`config.mk`:
```
export PLATFORM = sky130hd
export DESIGN_NAME = primer_pair_top_k_ranker_flat
export DESIGN_NICKNAME = d
export VERILOG_FILES = /design/src/rtl/pptk_pkg.sv /design/src/rtl/pptk_if.sv /design/src/rtl/primer_pair_top_k_ranker.sv /design/src/rtl/pptk_rater.sv /design/src/rtl/pptk_cell.sv /design/src/flat_wrapper.sv
export SDC_FILE = /design/constraint.sdc
export NUM_CORES = 2
export LEC_CHECK = 0
export BUFFER_PORTS_ARGS = -buffer_cell sky130_fd_sc_hd__buf_2
export CORE_MARGIN = 2
export CORE_UTILIZATION = 40
export DETAILED_ROUTE_END_ITERATION = 7
export GPL_TIMING_DRIVEN = 0
export SLEW_MARGIN = 30
export SYNTH_ARGS = -nofsm -noshare
export SYNTH_HDL_FRONTEND = slang
export SYNTH_HIERARCHICAL = 1
export SYNTH_SLANG_ARGS = --single-unit
```
`constraint.sdc`:
```
create_clock -name clk -period 7.53 [get_ports clk]
set_clock_uncertainty 0.2 [all_clocks]
set_input_delay 1.1295 -clock clk [delete_from_list [all_inputs] [get_ports clk]]
set_output_delay 1.1295 -clock clk [all_outputs]
set_load 0.01 [all_outputs]
```
`src/rtl/pptk_pkg.sv`:
```
// Package: types, constants and codes shared by the primer pair ranker.
`timescale 1ns / 1ps
package pptk_pkg;

    localparam int MAX_PAIRS    = 16;
    localparam int ID_BITS      = 16;
    localparam int RANK_BITS    = (MAX_PAIRS > 1) ? $clog2(MAX_PAIRS) : 1;
    localparam int COUNT_BITS   = $clog2(MAX_PAIRS + 1);
    localparam int RATING_BITS  = 22;
    localparam int WEIGHT_BITS  = 12;
    localparam int ACTIVE_BITS  = 5;
    localparam int GC_BITS      = 7;
    localparam int TEMP_BITS    = 8;
    localparam int GC_PROD_BITS   = GC_BITS + WEIGHT_BITS;
    localparam int TEMP_PROD_BITS = TEMP_BITS + WEIGHT_BITS;
    localparam int CFG_IDX_BITS = 2;
    localparam int CFG_DATA_BITS = 12;
    localparam int ACTIVE_LIMIT = (MAX_PAIRS < 16) ? MAX_PAIRS : 16;

    localparam logic [WEIGHT_BITS-1:0] GC_WEIGHT_RESET   = 12'd128;
    localparam logic [WEIGHT_BITS-1:0] TEMP_WEIGHT_RESET = 12'd128;
    localparam logic [ACTIVE_BITS-1:0] ACTIVE_RESET      = 5'd10;

    localparam logic [CFG_IDX_BITS-1:0] REG_GC_WEIGHT    = 2'd0;
    localparam logic [CFG_IDX_BITS-1:0] REG_TEMP_WEIGHT  = 2'd1;
    localparam logic [CFG_IDX_BITS-1:0] REG_ACTIVE_COUNT = 2'd2;

    localparam logic KIND_OFFER = 1'b0;
    localparam logic KIND_READ  = 1'b1;

    typedef logic [RATING_BITS-1:0] rating_t;
    typedef logic [ID_BITS-1:0]     id_t;

    typedef struct packed {
        logic        kind;
        logic [15:0] left_id;
        logic [6:0]  left_gc;
        logic [7:0]  left_temp;
        logic [15:0] right_id;
        logic [6:0]  right_gc;
        logic [7:0]  right_temp;
        logic [3:0]  read_rank;
    } in_item_t;

    typedef struct packed {
        logic        inserted;
        logic [3:0]  insert_rank;
        logic        entry_valid;
        logic [21:0] entry_rating;
        logic [15:0] entry_left;
        logic [15:0] entry_right;
    } out_item_t;

    typedef struct packed {
        logic    valid;
        rating_t rating;
        id_t     left;
        id_t     right;
    } entry_t;

    typedef struct packed {
        logic    update;
        logic    clear;
        rating_t rating;
    } cell_ctrl_t;

    typedef enum logic [1:0] {
        ST_IDLE,
        ST_MUL,
        ST_SUM,
        ST_UPD
    } state_t;

endpackage

```
`src/rtl/pptk_if.sv`:
```
// Channel interfaces: offered/read items in, result items out.
`timescale 1ns / 1ps
interface pptk_in_if;
    logic               valid;
    logic               ready;
    pptk_pkg::in_item_t payload;

    modport source (output valid, output payload, input ready);
    modport sink   (input valid, input payload, output ready);
endinterface

interface pptk_out_if;
    logic                valid;
    logic                ready;
    pptk_pkg::out_item_t payload;

    modport source (output valid, output payload, input ready);
    modport sink   (input valid, input payload, output ready);
endinterface

```
`src/rtl/primer_pair_top_k_ranker.sv`:
```
// Top level of the primer pair ranker: control, rating unit and the chain of list cells.
//
//   channel   dir  handshake          payload
//   item      in   valid/ready        kind, ids, gc, temp, read_rank
//   result    out  valid/ready        inserted, insert_rank, entry_*
//   wr_*      in   wr_en (no ready)   wr_index, wr_data
//
// The result passes the item register, the product register, the sum
// register, then the list update and result register. The next item can
// transfer only once the block is back in its idle state.
// A new item is taken while the previous result is being transferred.
// Reset empties the list; writing active_count empties it as well.
// A stalled result holds the block until it is transferred.
`timescale 1ns / 1ps
module primer_pair_top_k_ranker
(
    input  logic                                 clk,
    input  logic                                 rst_n,
    pptk_in_if.sink                              item,
    pptk_out_if.source                           result,
    input  logic                                 wr_en,
    input  logic [pptk_pkg::CFG_IDX_BITS-1:0]    wr_index,
    input  logic [pptk_pkg::CFG_DATA_BITS-1:0]   wr_data
);

    localparam int N = pptk_pkg::MAX_PAIRS;

    pptk_pkg::state_t                    state_reg;
    pptk_pkg::state_t                    state_next;
    logic [pptk_pkg::WEIGHT_BITS-1:0]    gc_weight_reg;
    logic [pptk_pkg::WEIGHT_BITS-1:0]    temp_weight_reg;
    logic [pptk_pkg::ACTIVE_BITS-1:0]    active_reg;
    pptk_pkg::in_item_t                  item_reg;
    logic                                out_valid_reg;
    logic                                out_valid_next;
    pptk_pkg::out_item_t                 out_item_reg;
    pptk_pkg::out_item_t                 out_item_next;

    logic                                accept;
    logic                                clear_list;
    logic [pptk_pkg::COUNT_BITS-1:0]     used;
    logic [pptk_pkg::RANK_BITS-1:0]      last_idx;
    logic [pptk_pkg::RANK_BITS-1:0]      read_idx;
    logic                                read_in_range;
    logic                                do_insert;
    logic [pptk_pkg::RANK_BITS-1:0]      pos;
    pptk_pkg::rating_t                   rating;
    pptk_pkg::cell_ctrl_t                cell_ctrl;
    pptk_pkg::entry_t                    new_entry;
    pptk_pkg::entry_t                    cells   [N];
    logic [N-1:0]                        keep_vec;
    logic [N-1:0]                        valid_vec;

    assign accept     = item.valid && item.ready;
    assign clear_list = wr_en && (wr_index == pptk_pkg::REG_ACTIVE_COUNT);

    // 0 acts as 1, large values saturate to the list depth
    always_comb
    begin
        if (active_reg == '0)
        begin
            used = pptk_pkg::COUNT_BITS'(1);
        end
        else if (32'(active_reg) > pptk_pkg::ACTIVE_LIMIT)
        begin
            used = pptk_pkg::COUNT_BITS'(pptk_pkg::ACTIVE_LIMIT);
        end
        else
        begin
            used = pptk_pkg::COUNT_BITS'(active_reg);
        end
    end

    assign last_idx = pptk_pkg::RANK_BITS'(used - pptk_pkg::COUNT_BITS'(1));

    always_ff @(posedge clk or negedge rst_n)
    begin
        if (!rst_n)
        begin
            gc_weight_reg   <= pptk_pkg::GC_WEIGHT_RESET;
            temp_weight_reg <= pptk_pkg::TEMP_WEIGHT_RESET;
            active_reg      <= pptk_pkg::ACTIVE_RESET;
        end
        else if (wr_en)
        begin
            unique case (wr_index)
                pptk_pkg::REG_GC_WEIGHT:    gc_weight_reg   <= wr_data;
                pptk_pkg::REG_TEMP_WEIGHT:  temp_weight_reg <= wr_data;
                pptk_pkg::REG_ACTIVE_COUNT: active_reg      <= wr_data[pptk_pkg::ACTIVE_BITS-1:0];
                default:                    ;
            endcase
        end
    end

    always_ff @(posedge clk)
    begin
        if (accept)
        begin
            item_reg <= item.payload;
        end
    end

    pptk_rater u_rater
    (
        .clk         (clk),
        .mul_en      (state_reg == pptk_pkg::ST_MUL),
        .sum_en      (state_reg == pptk_pkg::ST_SUM),
        .left_gc     (item_reg.left_gc),
        .right_gc    (item_reg.right_gc),
        .left_temp   (item_reg.left_temp),
        .right_temp  (item_reg.right_temp),
        .gc_weight   (gc_weight_reg),
        .temp_weight (temp_weight_reg),
        .rating      (rating)
    );

    assign do_insert = (state_reg == pptk_pkg::ST_UPD) && (item_reg.kind == pptk_pkg::KIND_OFFER)
                       && !keep_vec[last_idx];

    assign cell_ctrl.update = do_insert;
    assign cell_ctrl.clear  = clear_list;
    assign cell_ctrl.rating = rating;

    assign new_entry.valid  = 1'b1;
    assign new_entry.rating = rating;
    assign new_entry.left   = pptk_pkg::ID_BITS'(item_reg.left_id);
    assign new_entry.right  = pptk_pkg::ID_BITS'(item_reg.right_id);

    genvar g;
    generate
        for (g = 0; g < N; g++)
        begin : g_cell
            if (g == 0)
            begin : g_head
                pptk_cell u_cell
                (
                    .clk        (clk),
                    .rst_n      (rst_n),
                    .ctrl       (cell_ctrl),
                    .keep_prev  (1'b1),
                    .prev_entry (new_entry),
                    .new_entry  (new_entry),
                    .keep       (keep_vec[g]),
                    .entry      (cells[g])
                );
            end
            else
            begin : g_body
                pptk_cell u_cell
                (
                    .clk        (clk),
                    .rst_n      (rst_n),
                    .ctrl       (cell_ctrl),
                    .keep_prev  (keep_vec[g-1]),
                    .prev_entry (cells[g-1]),
                    .new_entry  (new_entry),
                    .keep       (keep_vec[g]),
                    .entry      (cells[g])
                );
            end
            assign valid_vec[g] = cells[g].valid;
        end
    endgenerate

    // keep bits form a prefix of the sorted list, so the count is the slot
    assign pos = pptk_pkg::RANK_BITS'($countones(keep_vec));

    assign read_idx      = pptk_pkg::RANK_BITS'(item_reg.read_rank);
    assign read_in_range = ({1'b0, item_reg.read_rank} < 5'(used))
                           && (32'(item_reg.read_rank) < N);

    always_comb
    begin
        state_next     = state_reg;
        out_valid_next = out_valid_reg;
        out_item_next  = out_item_reg;
        item.ready     = 1'b0;
        if (out_valid_reg && result.ready)
        begin
            out_valid_next = 1'b0;
        end
        unique case (state_reg)
            pptk_pkg::ST_IDLE:
            begin
                item.ready = !out_valid_reg || result.ready;
                if (accept)
                begin
                    state_next = pptk_pkg::ST_MUL;
                end
            end
            pptk_pkg::ST_MUL:
            begin
                state_next = pptk_pkg::ST_SUM;
            end
            pptk_pkg::ST_SUM:
            begin
                state_next = pptk_pkg::ST_UPD;
            end
            pptk_pkg::ST_UPD:
            begin
                state_next     = pptk_pkg::ST_IDLE;
                out_valid_next = 1'b1;
                out_item_next  = '0;
                if (item_reg.kind == pptk_pkg::KIND_READ)
                begin
                    if (read_in_range && cells[read_idx].valid)
                    begin
                        out_item_next.entry_valid  = 1'b1;
                        out_item_next.entry_rating = cells[read_idx].rating;
                        out_item_next.entry_left   = 16'(cells[read_idx].left);
                        out_item_next.entry_right  = 16'(cells[read_idx].right);
                    end
                end
                else
                begin
                    out_item_next.entry_rating = rating;
                    if (do_insert)
                    begin
                        out_item_next.inserted    = 1'b1;
                        out_item_next.insert_rank = 4'(pos);
                    end
                end
            end
            default:
            begin
                state_next = pptk_pkg::ST_IDLE;
            end
        endcase
    end

    always_ff @(posedge clk or negedge rst_n)
    begin
        if (!rst_n)
        begin
            state_reg     <= pptk_pkg::ST_IDLE;
            out_valid_reg <= 1'b0;
        end
        else
        begin
            state_reg     <= state_next;
            out_valid_reg <= out_valid_next;
        end
    end

    always_ff @(posedge clk)
    begin
        out_item_reg <= out_item_next;
    end

    assign result.valid   = out_valid_reg;
    assign result.payload = out_item_reg;

    // occupied cells always form a prefix of the list
    a_valid_prefix: assert property (@(posedge clk) disable iff (!rst_n)
        ((valid_vec & (valid_vec + N'(1))) == '0))
        else $error("list cells not a contiguous prefix");

    // latency from transfer to result is fixed
    a_latency: assert property (@(posedge clk) disable iff (!rst_n)
        accept |-> ##4 result.valid)
        else $error("result missing four cycles after transfer");

    // an inserted pair always lands inside the active list
    a_rank_range: assert property (@(posedge clk) disable iff (!rst_n)
        do_insert |-> (pos <= last_idx))
        else $error("insert position beyond active list");

    // an offer result never reports a stored entry
    a_offer_fields: assert property (@(posedge clk) disable iff (!rst_n)
        (result.valid && result.payload.inserted) |-> !result.payload.entry_valid)
        else $error("offer result carries entry data");

endmodule

```
`src/rtl/pptk_rater.sv`:
```
// Two-stage rating unit: weighted products, then their sum.
`timescale 1ns / 1ps
module pptk_rater
(
    input  logic                                clk,
    input  logic                                mul_en,
    input  logic                                sum_en,
    input  logic [pptk_pkg::GC_BITS-1:0]        left_gc,
    input  logic [pptk_pkg::GC_BITS-1:0]        right_gc,
    input  logic [pptk_pkg::TEMP_BITS-1:0]      left_temp,
    input  logic [pptk_pkg::TEMP_BITS-1:0]      right_temp,
    input  logic [pptk_pkg::WEIGHT_BITS-1:0]    gc_weight,
    input  logic [pptk_pkg::WEIGHT_BITS-1:0]    temp_weight,
    output pptk_pkg::rating_t                   rating
);

    logic [pptk_pkg::GC_BITS-1:0]        dgc;
    logic [pptk_pkg::TEMP_BITS-1:0]      dt;
    logic [pptk_pkg::GC_PROD_BITS-1:0]   gc_prod_reg;
    logic [pptk_pkg::TEMP_PROD_BITS-1:0] temp_prod_reg;
    pptk_pkg::rating_t                   rating_reg;

    assign dgc = (left_gc > right_gc) ? (left_gc - right_gc) : (right_gc - left_gc);
    assign dt  = (left_temp > right_temp) ? (left_temp - right_temp)
                                          : (right_temp - left_temp);

    always_ff @(posedge clk)
    begin
        if (mul_en)
        begin
            gc_prod_reg   <= pptk_pkg::GC_PROD_BITS'(dgc) * pptk_pkg::GC_PROD_BITS'(gc_weight);
            temp_prod_reg <= pptk_pkg::TEMP_PROD_BITS'(dt)
                             * pptk_pkg::TEMP_PROD_BITS'(temp_weight);
        end
        if (sum_en)
        begin
            rating_reg <= pptk_pkg::RATING_BITS'(gc_prod_reg)
                          + pptk_pkg::RATING_BITS'(temp_prod_reg);
        end
    end

    assign rating = rating_reg;

endmodule

```
`src/rtl/pptk_cell.sv`:
```
// One list cell: holds an entry, keeps it, takes the new pair or its upper neighbor's.
`timescale 1ns / 1ps
module pptk_cell
(
    input  logic                 clk,
    input  logic                 rst_n,
    input  pptk_pkg::cell_ctrl_t ctrl,
    input  logic                 keep_prev,
    input  pptk_pkg::entry_t     prev_entry,
    input  pptk_pkg::entry_t     new_entry,
    output logic                 keep,
    output pptk_pkg::entry_t     entry
);

    logic              valid_reg;
    logic              valid_next;
    pptk_pkg::rating_t rating_reg;
    pptk_pkg::rating_t rating_next;
    pptk_pkg::id_t     left_reg;
    pptk_pkg::id_t     left_next;
    pptk_pkg::id_t     right_reg;
    pptk_pkg::id_t     right_next;

    // entry stays ahead of the new pair when it rates at least as high
    assign keep = valid_reg && (rating_reg >= ctrl.rating);

    always_comb
    begin
        valid_next  = valid_reg;
        rating_next = rating_reg;
        left_next   = left_reg;
        right_next  = right_reg;
        if (ctrl.clear)
        begin
            valid_next = 1'b0;
        end
        else if (ctrl.update && !keep)
        begin
            if (keep_prev)
            begin
                valid_next  = new_entry.valid;
                rating_next = new_entry.rating;
                left_next   = new_entry.left;
                right_next  = new_entry.right;
            end
            else
            begin
                valid_next  = prev_entry.valid;
                rating_next = prev_entry.rating;
                left_next   = prev_entry.left;
                right_next  = prev_entry.right;
            end
        end
    end

    always_ff @(posedge clk or negedge rst_n)
    begin
        if (!rst_n)
        begin
            valid_reg <= 1'b0;
        end
        else
        begin
            valid_reg <= valid_next;
        end
    end

    always_ff @(posedge clk)
    begin
        rating_reg <= rating_next;
        left_reg   <= left_next;
        right_reg  <= right_next;
    end

    assign entry.valid  = valid_reg;
    assign entry.rating = rating_reg;
    assign entry.left   = left_reg;
    assign entry.right  = right_reg;

endmodule
```
`src/flat_wrapper.sv`:
```
// flat-port wrapper written by rule: the top's interface ports become plain ports
module primer_pair_top_k_ranker_flat 
  (clk, rst_n, wr_en, wr_index, wr_data, item_valid, item_payload, item_ready, result_valid, result_payload, result_ready);
  pptk_in_if item_i ();
  pptk_out_if result_i ();
  input  logic clk;
  input  logic rst_n;
  input  logic wr_en;
  input  logic [pptk_pkg::CFG_IDX_BITS-1:0] wr_index;
  input  logic [pptk_pkg::CFG_DATA_BITS-1:0] wr_data;
  input wire logic [$bits(item_i.valid)-1:0] item_valid;
  input wire logic [$bits(item_i.payload)-1:0] item_payload;
  output wire logic [$bits(item_i.ready)-1:0] item_ready;
  output wire logic [$bits(result_i.valid)-1:0] result_valid;
  output wire logic [$bits(result_i.payload)-1:0] result_payload;
  input wire logic [$bits(result_i.ready)-1:0] result_ready;
  assign item_i.valid = item_valid;
  assign item_i.payload = item_payload;
  assign item_ready = item_i.ready;
  assign result_valid = result_i.valid;
  assign result_payload = result_i.payload;
  assign result_i.ready = result_ready;
  primer_pair_top_k_ranker u_core (.clk(clk), .rst_n(rst_n), .item(item_i), .result(result_i), .wr_en(wr_en), .wr_index(wr_index), .wr_data(wr_data));
endmodule
```
==> tab_implementation.tex <==
\begin{tabular}{lr}
\hline
Metric & Value \\
\hline
\multicolumn{2}{l}{\textbf{Synthesis}} \\
\quad Distinct cell type count of the synthesized netlist & between 80 and 90 \\
\quad Top cell type's share of synthesized area & between 40\% and 50\% \\
\quad Top cells by area in the synthesized netlist & sky130\_fd\_sc\_hd\_\_edfxtp\_1, sky130\_fd\_sc\_hd\_\_mux2\_2, sky130\_fd\_sc\_hd\_\_ha\_1, sky130\_fd\_sc\_hd\_\_mux4\_2, sky130\_fd\_sc\_hd\_\_fa\_1 \\
\quad Number of cells produced by synthesis & between 5,000 and 6,000 \\
\quad Synth Area per Inst & around 13 µm² \\
\quad Yosys Warn Count & 6 \\
\quad Cell with the most instances after synthesis & sky130\_fd\_sc\_hd\_\_edfxtp\_1 \\
\quad Most common library cells after synthesis & sky130\_fd\_sc\_hd\_\_edfxtp\_1, sky130\_fd\_sc\_hd\_\_mux2\_2, sky130\_fd\_sc\_hd\_\_inv\_1 \\
\quad Number of enable-type register cells in the synthesized netlist & 1,051 \\
\quad Flip-flop and latch count after synthesis & 1,099 \\
\quad Top FF cell, synth & sky130\_fd\_sc\_hd\_\_edfxtp\_1 \\
\quad Share of async-settable or async-resettable flops after synthesis & between 4 and 5\% \\
\quad Post-synth top area cell & sky130\_fd\_sc\_hd\_\_edfxtp\_1 \\
\quad Sequential area share after synthesis & a little under half \\
\quad Synth Cell Area & 0.0718 mm² \\
\multicolumn{2}{l}{\textbf{Setup path}} \\
\quad Data arrival time at the worst-slack endpoint & $\sim$7400 ps \\
\quad Beginning of the worst register-to-register path & u\_core/u\_rater/rating[17]\$\_DFFE\_PP\_ \\
\quad Setup crit start & u\_core/u\_rater/rating[17]\$\_DFFE\_PP\_ \\
\quad Critical path launch point type & flip-flop \\
\quad Startpoint-to-endpoint class of the critical path & reg2reg \\
\quad Critical Path RT & 7810 ps \\
\quad Worst-case reg-to-reg path depth & 16 \\
\quad Biggest fanout along the worst timing path & 19 \\
\quad Worst setup EP type & flip-flop \\
\multicolumn{2}{l}{\textbf{Floorplan}} \\
\quad Io pins & 148 \\
\quad Die Footprint & between 0.15 and 0.2 mm² \\
\quad Initial cell density of the core & 40.3\% \\
\quad Die boundary width & 428 µm \\
\quad Die span in y & 428 µm \\
\quad Placeable core area & between 0.15 and 0.2 mm² \\
\quad Row count & around 160 \\
\multicolumn{2}{l}{\textbf{STA}} \\
\quad Number of failing hold endpoints at the final stage & 0 \\
\quad Crit path setup slack, layout & $\sim$430 ps \\
\quad Final setup violating endpoints & 0 \\
\quad Setup repair after global routing missed its margin & no \\
\quad Timing-limited maximum frequency & $\sim$140 MHz \\
\quad Rel. slew slack & approximately 36\% \\
\quad Share of the cycle needed by the critical path after routing & 94.3\% \\
\quad Transition time of the tightest slew-check pin & around 960 ps \\
\quad Number of slew-limit violations in the final report & 0 \\
\quad Shortest period the worst path allows & between 7000 and 8000 ps \\
\multicolumn{2}{l}{\textbf{Power}} \\
\quad Internal power & 21.8 mW \\
\quad Worst vdd rail ir drop & roughly 0.53 mV \\
\quad Logic gate share of total power & between 50\% and 60\% \\
\quad Power share of the clock group & 16.7\% \\
\quad Power per unit of standard cell area & 466 mW/mm² \\
\quad Sequential cell fraction of total power & between 20 and 30\% \\
\quad Switching power total & $\sim$16 mW \\
\quad Sw Ratio & between 40 and 50\% \\
\quad Cell leakage power & slightly above 30 nW \\
\multicolumn{2}{l}{\textbf{Worst hold path}} \\
\quad Worst min path class & in2async \\
\multicolumn{2}{l}{\textbf{Finish}} \\
\quad Post-Layout Inst Area & 0.0809 mm² \\
\quad Max FFs per register & 330 \\
\quad Fraction of layout instances using a drive strength above 1 & roughly 31\% \\
\quad Number of fillers in the final layout & between 15,000 and 20,000 \\
\quad Net count, final & 6,532 \\
\quad Synthesis-to-finish area growth & 12.6\% \\
\multicolumn{2}{l}{\textbf{Global route}} \\
\quad Global-route wire length before repair & 304,000 µm \\
\quad Number of antenna violations at the first check in global routing & 6 \\
\quad Pin count of the biggest net entering global routing & approximately 40 \\
\quad Remaining global-route overflow & 0 \\
\quad Via count of the first global-routing pass & $\sim$47,000 \\
\quad GRT Util Overall & between 20 and 25\% \\
\multicolumn{2}{l}{\textbf{Placed design}} \\
\quad Routability congestion estimate & a little under 0.9 \\
\quad \# port buffers & roughly 150 \\
\quad Worst-case setup slack after placement & 177 ps \\
\quad Cell area after placement & about 0.077 mm² \\
\quad DPL Wire Length & $\sim$150,000 µm \\
\multicolumn{2}{l}{\textbf{Clock tree}} \\
\quad Number of sinks driven by the clock tree & 1,099 \\
\quad Count of hold buffers inserted by post-cts repair & 0 \\
\quad TritonCTS clock tree & built \\
\quad CTS HTree Levels & 4 \\
\quad Clock Latency Late Sink & roughly 800 ps \\
\quad TritonCTS Buffers & 130 \\
\quad Clock-pin slew on the worst setup and hold paths & around 60 ps \\
\quad Clock tree root buffer cell & sky130\_fd\_sc\_hd\_\_clkbuf\_16 \\
\quad Deepest clock path buffer count & 3 \\
\multicolumn{2}{l}{\textbf{Run status}} \\
\quad Result of the run & completed \\
\multicolumn{2}{l}{\textbf{Drt}} \\
\quad DR vias & 47,550 \\
\quad Number of design-rule violations left by the first detailed-router iteration & approximately 4,400 \\
\quad Vias per std cell & between 5 and 6 \\
\quad Total routed wirelength & 204,000 µm \\
\quad Drt wl/cell & between 20 and 25 µm \\
\quad Final routed DRC violation total & 0 \\
\quad First-pass DRT Iterations & 5 \\
\quad Routed Antenna Nets & 0 \\
\multicolumn{2}{l}{\textbf{Run}} \\
\quad Count of max-cap constraint violations & 0 \\
\hline
\end{tabular}
-- through the flow --
| stage | hold slack (ps) | power, mW | utilization [%] | std cells | TNS, ps |
|---|---|---|---|---|---|
| final | 44.3 | 37.7 | 45.3 | 8297 | 0 |
| after global routing | 40.5 | 40.9 | 45.3 | 8294 | 0 |
| after CTS | 2.82 | 37.8 | 45.3 | 8294 | 0 |
| after detailed placement | 317 | 31.4 | 43.0 | 8055 | 0 |
| after global placement | 302 | 30.7 | 42.4 | 8000 | -3816630 |
| after floorplan | 297 | 25.5 | - | 5498 | 0 |
-- critical path: stages, from the launching register on --
cell and delay (ps):
sky130_fd_sc_hd__edfxtp_1 760, sky130_fd_sc_hd__buf_6 280, sky130_fd_sc_hd__inv_1 60, sky130_fd_sc_hd__ha_1 320
sky130_fd_sc_hd__nand4_1 210, sky130_fd_sc_hd__nor4_2 530, sky130_fd_sc_hd__o41ai_2 250, sky130_fd_sc_hd__a31oi_1 510
sky130_fd_sc_hd__inv_1 150, sky130_fd_sc_hd__fa_1 570, sky130_fd_sc_hd__fa_1 420, sky130_fd_sc_hd__fa_1 460
sky130_fd_sc_hd__fa_1 500, sky130_fd_sc_hd__inv_1 50, sky130_fd_sc_hd__ha_1 210, sky130_fd_sc_hd__fa_1 670
sky130_fd_sc_hd__nor4b_1 620
-- cells in the final DEF, fill, tap and decap left out, drive strengths merged, types with 33 or more instances in the layout --
cell type	count
nand4	110
nor3	50
buf	369
a221oi	54
clkinv	50
mux2	912
nand3	71
ha	490
and3	92
nand2b	80
nor2b	60
edfxtp	1051
xnor2	39
a22o	38
a21o	45
mux4	254
and2	33
dfrtp	44
o21ai	139
inv	610
nand2	158
fa	124
nor2	113
clkbuf	294
a21oi	271
-- kinds of logic after synthesis --
group / synth area share (%)
and+or+nand+nor: 6.78
AOI/OAI and AO/OA: 7.29
buffers and inverters: 5.20
adders and majority gates: 12.0
muxes: 22.5
xor gates and xnor gates: 0.573
DFF: 45.6
other: 0.0105
-- worst paths after layout --
| kind | end | slack (ps) |
|---|---|---|
| max in group asynchronous | u_core/active_reg[1]$_DFFE_PN1P_ | 6510 |
| worst max-delay path | u_core/result.payload[56]$_SDFFCE_PP0P_ | 430 |
| worst max register to register | u_core/result.payload[56]$_SDFFCE_PP0P_ | 430 |
| worst min-delay path | u_core/temp_weight_reg[11]$_DFFE_PN0P_ | 40 |
| min in group clk | u_core/item_reg[52]$_DFFE_PP_ | 300 |
| worst min register to register | u_core/result.valid$_DFFE_PN0P_ | 340 |
-- power by group through the flow --
stage	Combinational, mW	Sequential, mW	Clock, mW
2_1_floorplan	14.9	10.6	0
3_3_place_gp	19.3	11.4	0
3_5_place_dp	20.6	10.8	0
4_1_cts	20.7	10.7	6.44
5_1_grt	23.3	10.9	6.67
6_report	20.7	10.7	6.30
-- cell type report --
| class | instances | area (µm²) | area share (%) |
|---|---|---|---|
| multi-input cells | 3501 | 35600 | 44.0 |
| inverters | 602 | 2260 | 2.79 |
| flip-flops and latches | 1099 | 32800 | 40.5 |
| repair buffers | 202 | 1640 | 2.02 |
| clock inverters | 74 | 754 | 0.932 |
| clock buffers | 165 | 3480 | 4.30 |
| diodes | 3 | 7.51 | 0.00928 |
| plain buffers | 296 | 1490 | 1.84 |
| well taps | 2355 | 2950 | 3.64 |
-- per-layer routing --
metal / up-vias / part of all wire (%) / global-route usage (%)
met2: 1632 / 46 / 34.5
met4: 2 / 3.6 / 8.19
met5: - / 0.0039 / 0
met1: 24126 / 44 / 31.0
li1: 21516 / - / -
met3: 274 / 6.4 / 3.43
-- timing repair --
action,CTS,global route
buffers inserted,0,0
resized for setup,0,2
endpoints found under the setup margin,0,6
Note: power is estimated with default switching activity, not from simulation.
